<file path="config.mk">
export PLATFORM = sky130hd
export DESIGN_NAME = setf_div
export DESIGN_NICKNAME = d
export VERILOG_FILES = /design/src/design/setf_div.sv
export SDC_FILE = /design/constraint.sdc
export NUM_CORES = 1
export LEC_CHECK = 0
export ABC_AREA = 1
export BUFFER_PORTS_ARGS = -buffer_cell sky130_fd_sc_hd__buf_2
export CAP_MARGIN = 10
export CORE_ASPECT_RATIO = 1.2
export CORE_MARGIN = 5
export CORE_UTILIZATION = 54
export DETAILED_ROUTE_END_ITERATION = 10
export PLACE_DENSITY_LB_ADDON = 0.3
export SLEW_MARGIN = 20
export SYNTH_ARGS = -nofsm -noshare
export SYNTH_HDL_FRONTEND = slang
export SYNTH_SLANG_ARGS = --single-unit
</file>
<file path="constraint.sdc">
create_clock -name clk -period 2.5 [get_ports clk]
set_input_delay 0.375 -clock clk [delete_from_list [all_inputs] [get_ports clk]]
set_output_delay 0.375 -clock clk [all_outputs]
set_load 0.05 [all_outputs]
</file>
<file path="src/design/setf_div.sv">
// restoring divider, one quotient bit per cycle
module setf_div #(
    parameter int NUM_W = 25,
    parameter int DEN_W = 9
) (
    input  logic             clk,
    input  logic             rst_n,
    input  logic             start,
    input  logic [NUM_W-1:0] num,
    input  logic [DEN_W-1:0] den,
    output logic             done,
    output logic [NUM_W-1:0] quot
);

    localparam int CNT_W = $clog2(NUM_W + 1);

    logic             busy_reg, busy_next;
    logic             done_reg, done_next;
    logic [CNT_W-1:0] cnt_reg, cnt_next;
    logic [NUM_W-1:0] num_reg, num_next;
    logic [DEN_W-1:0] den_reg, den_next;
    logic [DEN_W-1:0] rem_reg, rem_next;
    logic [DEN_W:0]   rem_sh;
    logic             qbit;

    always_comb
    begin
        busy_next = busy_reg;
        done_next = 1'b0;
        cnt_next  = cnt_reg;
        num_next  = num_reg;
        den_next  = den_reg;
        rem_next  = rem_reg;
        rem_sh    = {rem_reg, num_reg[NUM_W-1]};
        qbit      = (rem_sh >= {1'b0, den_reg});
        if (start)
        begin
            busy_next = 1'b1;
            cnt_next  = CNT_W'(NUM_W - 1);
            num_next  = num;
            den_next  = den;
            rem_next  = '0;
        end
        else if (busy_reg)
        begin
            rem_next = qbit ? DEN_W'(rem_sh - {1'b0, den_reg}) : rem_sh[DEN_W-1:0];
            num_next = {num_reg[NUM_W-2:0], qbit};
            cnt_next = cnt_reg - 1'b1;
            if (cnt_reg == '0)
            begin
                busy_next = 1'b0;
                done_next = 1'b1;
            end
        end
    end

    always_ff @(posedge clk or negedge rst_n)
    begin
        if (!rst_n)
        begin
            busy_reg <= 1'b0;
            done_reg <= 1'b0;
            cnt_reg  <= '0;
        end
        else
        begin
            busy_reg <= busy_next;
            done_reg <= done_next;
            cnt_reg  <= cnt_next;
        end
    end

    always_ff @(posedge clk)
    begin
        num_reg <= num_next;
        den_reg <= den_next;
        rem_reg <= rem_next;
    end

    assign done = done_reg;
    assign quot = num_reg;

endmodule

</file>
Yosys cells after proc, flatten, opt, wreduce, memory -nomap -nowiden
Cells that the tools add are included.
{"block": "op_classes", "n_addsub": 2, "n_mux": 11, "n_reduce_logical": 2, "n_lt_le_gt_ge": 1}
{"op": "$mux 25", "n": 2}
{"op": "$ge 10x9->1", "n": 1}
{"op": "$mux 5", "n": 2}
{"op": "$mux 9", "n": 1}
{"op": "$sub 9x9->9", "n": 1}
{"op": "$mux 1", "n": 6}
{"op": "$logic_not 5->1", "n": 1}
{"op": "$sub 5x1->5 const B", "n": 1}
{"op": "$reduce_bool 2->1", "n": 1}
{"block": "word_totals", "ff_bits": 50, "wordCells": 22}

Depth between registers and ports, before layout
{"block": "logic_depth", "ltp_word": 4, "mapped_depth": 13}

Least setup slack after synthesis
No wires, ideal clock.
{"block": "synth_path", "path_kind": "flip-flop to flip-flop", "from": "register num_reg[24] (netlist: quot[24])", "to": "register num_reg[0] (netlist: quot[0]) (data pin)", "n_path_buf": 1, "stages_incl_launch_ff": 10, "t_arrival_ns": 1.857, "setup_slack_ns": 0.381, "synth_period_minus_slack_ns": 2.119, "required_ns": 2.238, "setup_time_ns": 0.262, "path_cell_list": "edfxtp_1 > inv_1 > ha_1 > inv_1 > fa_1 > nand4_1 > nand2_1 > nand2_2 > buf_6 > a31oi_1"}
{"block": "synth_via", "elab_chain_len": 3}
{"item": "start, declared", "line_no": "20", "text": "logic [NUM_W-1:0] num_reg, num_next;"}
{"item": "start signal, assigned", "line_no": "75", "text": "num_reg <= num_next;"}
{"item": "$ge 10x9->1", "line_no": "35", "text": "qbit = (rem_sh >= {1'b0, den_reg});"}
{"item": "$mux 25", "line_no": "44", "text": "else if (busy_reg)"}
{"item": "$mux 25", "line_no": "36", "text": "if (start)"}
{"item": "net num_next[0]", "line_no": "20"}
The timed path passes the listed nets, and every way through them passes these cells. The select of a mux whose other input is x is not followed.
A chain may end at the register's enable or synchronous reset.

Worst setup path after layout
{"block": "layout_path", "from": "register num_reg[24] (netlist: quot[24])", "to": "register rem_reg[6]"}
{"block": "layout_via", "elab_chain_len": 2, "word_cells_on_any_way": 3, "classes_between": "1 x add/sub; 1 x order compare; 1 x mux"}
{"item": "$sub 9x9->9 / $ge 10x9->1 (equally long branches)", "line_no": "46, 35"}
{"item": "$mux 9 (*)", "line_no": "46", "text": "rem_next = qbit ? DEN_W'(rem_sh - {1'b0, den_reg}) : rem_sh[DEN_W-1:0];"}
{"item": "end signal, assigned", "line_no": "77", "text": "rem_reg <= rem_next;"}
{"item": "end, declared", "line_no": "22", "text": "logic [DEN_W-1:0] rem_reg, rem_next;"}
Mark *: on every way between the ends. The rest lies on a longest branch, timed or not.

==> key figures <==
Route
  • DR vias: 2170
  • Final wirelength: between 5 and 6 mm
  • 1st-iter DRT viols: a little under 90
  • # DRC: 0
  • Drt first pass iters: 4
  • Via density: 4.910
  • Number of routed nets with antenna violations: 0
  • WL/cell: 12.17 um

Yosys
  • Ys flop type: edfxtp_1
  • Synth Instances: 318
  • Register area share after synthesis: 51.43%
  • Top cells by area, synth: edfxtp_1 38%, nand2_1 19%, dfxtp_1 6.7%
  • EDFF count, synth: 34
  • Post-synth top area share: around two fifths
  • FF+latch count, synth: 50
  • Yosys warnings: 0
  • Post-synth ARST share: 14.00%
  • Syn Std Cell Area: between 2000 and 3000 um2
  • Yosys cell types: 28
  • Yosys top cell by area: edfxtp_1
  • Syn_nets: 367
  • Mapped Avg Cell Area: 8.416 um2

Timing
  • Least-Margin Pin Slew: 0.7447 ns
  • Setup_tns: 0 ns
  • Max-slew violations: 0
  • # setup viols final: 0
  • Peak Freq: around 480 MHz
  • Final-report hold violation count: 0
  • Worst rel slew slack: 50.17%
  • RSZ-0062 raised after global routing: false
  • Period Utilization, post-route: 83.44%
  • Clock skew: between 0.007 and 0.008 ns
  • Minimum clock period: 2.086 ns
  • Worst hold slack: about 0.24 ns

Floorplanning
  • # IOs: 63
  • Die height: 87.12 um
  • Die area: roughly 6500 um2
  • Placement Rows: 28
  • Core area: 4870 um2
  • Starting Density: a little over half
  • Chip width: about 74 um

Pwr
  • Combinational power share: between 40% and 50%
  • Switching share of power: about two fifths
  • Leak: roughly 0.0017 uW
  • P_sw: 1163 uW
  • Internal power: 1675 uW
  • Pwr Total: 2838 uW
  • Part of the power in the clock network: 15.7%
  • Sequential share of power: 39.9%
  • VDD IR max: ~0.00053 V
  • Power density over cell area: slightly above 900 nW/um2

Setup path
  • Reg2reg start: quot[24]
  • CP max-delay cell: fa_1
  • CP max stage delay: 0.41 ns
  • Worst-path fanout max: 11
  • Worst Reg2Reg Path Length in Cells: 11
  • Startpoint Class: flop
  • Top cell by count, worst path: nand2_1
  • Critical path capture point type: flop
  • Worst reg2reg endpoint: rem_reg[6]
  • Crit path arrival time: 2.33 ns
  • Setup CP Type: flop to flop
  • Req. time, crit path: about 2.8 ns
  • R2R setup slack: slightly above 0.4 ns
  • Cell Chain, Critical Path: inv_1 > ha_1 > inv_1 > fa_1 > nand4_1 > nand2_1 > nand2_2 > nand2_2 > nand2_1 > nand3_1 > nand2_1

Global route
  • GRT Util Overall: a little under a fifth
  • Vias in the first global route: 2135
  • Gr ovfl total: 0
  • Initial antenna violation count: 0
  • First-pass GRT wire length: between 9 and 10 mm
  • Largest net degree at the start of global routing: 32

Hold path
  • HP Start: den[8]
  • Worst Hold Class: primary input to flop
  • Hold path depth: 1
  • Hold EP: den_reg[8]

Clocking
  • CTS tree: yes
  • TritonCTS Buffers: 5
  • Clock sink count: 50
  • Buffer count from post-CTS setup fixing: 0
  • Root buf cell: clkbuf_8
  • Clock Latency Late Sink: 0.30 ns
  • H-Tree Depth: 2
  • CTS Buffer Depth: 2
  • Clock transition at path regs: 0.09 ns

Cells and area
  • Ant diodes: 0
  • Max reg flops: 25
  • # nets final: 430
  • Share of layout cells above drive strength 1: a little under a quarter
  • Finished Layout Cells: 442
  • Layout area overhead: 16.13%

Run status
  • Outcome: finished clean

Placed design
  • Post-DP HPWL: about 4.1 mm
  • Dpl cells: about 430
  • Buffers added on ports: between 60 and 70
  • Routability cong.: between 0.8 and 0.9

Run
  • Max_cap viols: 0
-- final cells by class --
| type | count | area, um2 |
|---|---|---|
| flip-flops and latches | 50 | 1376 |
| clock buffers | 8 | 80.08 |
| repair buffers | 67 | 350.3 |
| multi-input cells | 213 | 1061 |
| inverters | 44 | 165.2 |
| fillers | 397 | 1762 |
| well taps | 60 | 75.07 |
-- per-layer routing --
| layer | global-route usage [%] | part of all wire (%) | vias up |
|---|---|---|---|
| met3 | 4.619 | 6.0 | 6 |
| met1 | 21.76 | 43 | 985 |
| met2 | 32.18 | 50 | 54 |
| met5 | 0 | 0 | - |
| li1 | - | - | 1125 |
| met4 | 5.987 | 1.5 | 0 |
-- synth_stat cells (all sizes together) (3+ instances only) --
cell      n
nand4     3
clkbuf    5
nand2   141
buf       6
ha       11
o21ai     4
inv      43
dfxtp     9
xnor2     3
a21oi     6
nor2     12
edfxtp   34
nand3    26
dfrtp     7
-- layout by cell type, fill, tap and decap left out, drive strengths merged, types with 3 or more instances in the layout --
| master | count |
|---|---|
| dfxtp | 9 |
| a21oi | 6 |
| buf | 66 |
| edfxtp | 34 |
| inv | 43 |
| nand2 | 141 |
| nand3 | 26 |
| o21ai | 4 |
| dfrtp | 7 |
| clkbuf | 8 |
| nand4 | 3 |
| xnor2 | 3 |
| nor2 | 12 |
| ha | 11 |
-- per-stage QoR --
step | utilization [%] | setup WS (ns) | cell area, um2
floorplan | - | 0.3810 | 2676
global placement | 61.97 | 0.4637 | 3018
detailed placement | 61.97 | 0.4153 | 3018
CTS | 63.82 | 0.3996 | 3108
global route | 63.82 | 0.1562 | 3108
finish | 63.82 | 0.4141 | 3108
-- critical path, delay by kind of cell, from the launching register on --
family,cells,cell delay (ns)
fa+ha+maj,2,0.55
buf+inv,2,0.16
flops,1,0.39
simple gates,7,0.94
-- power groups by stage --
stage                     Combinational (uW)  Sequential, uW  Clock [uW]
after floorplan                          882            1290           0
after global placement                  1230            1140           0
after detailed placement                1260            1150           0
after CTS                               1270            1130         458
after global routing                    1410            1150         496
final                                   1260            1130         446
-- how the worst max path moves through the flow --
stage                   from    endpoint  slack (ns)  depth (start not counted)
floorplan           quot[24]     quot[0]        0.38                          9
global placement    quot[24]  rem_reg[8]        0.46                         11
detailed placement  quot[24]  rem_reg[6]        0.42                         11
CTS                 quot[24]  rem_reg[6]        0.40                         11
global route        quot[24]  rem_reg[6]        0.16                         11
finish              quot[24]  rem_reg[6]        0.41                         11
-- kinds of logic (layout without fill, tap and decap cells) --
logic type      after synthesis  count (layout)  share of synthesized area, %
compound gates               13              13                         2.759
xor+xnor                      3               3                        0.9819
fa+ha+maj                    12              12                         5.891
buf+inv                      55             119                         8.929
flops                        50              50                         51.43
simple gates                185             185                         30.01
-- what timing repair did --
action	CTS	global route
hold buffers	1	0
hold endpoints to repair	7	0
resized for setup	0	0
No activity file was read; power rests on OpenSTA's default activity.
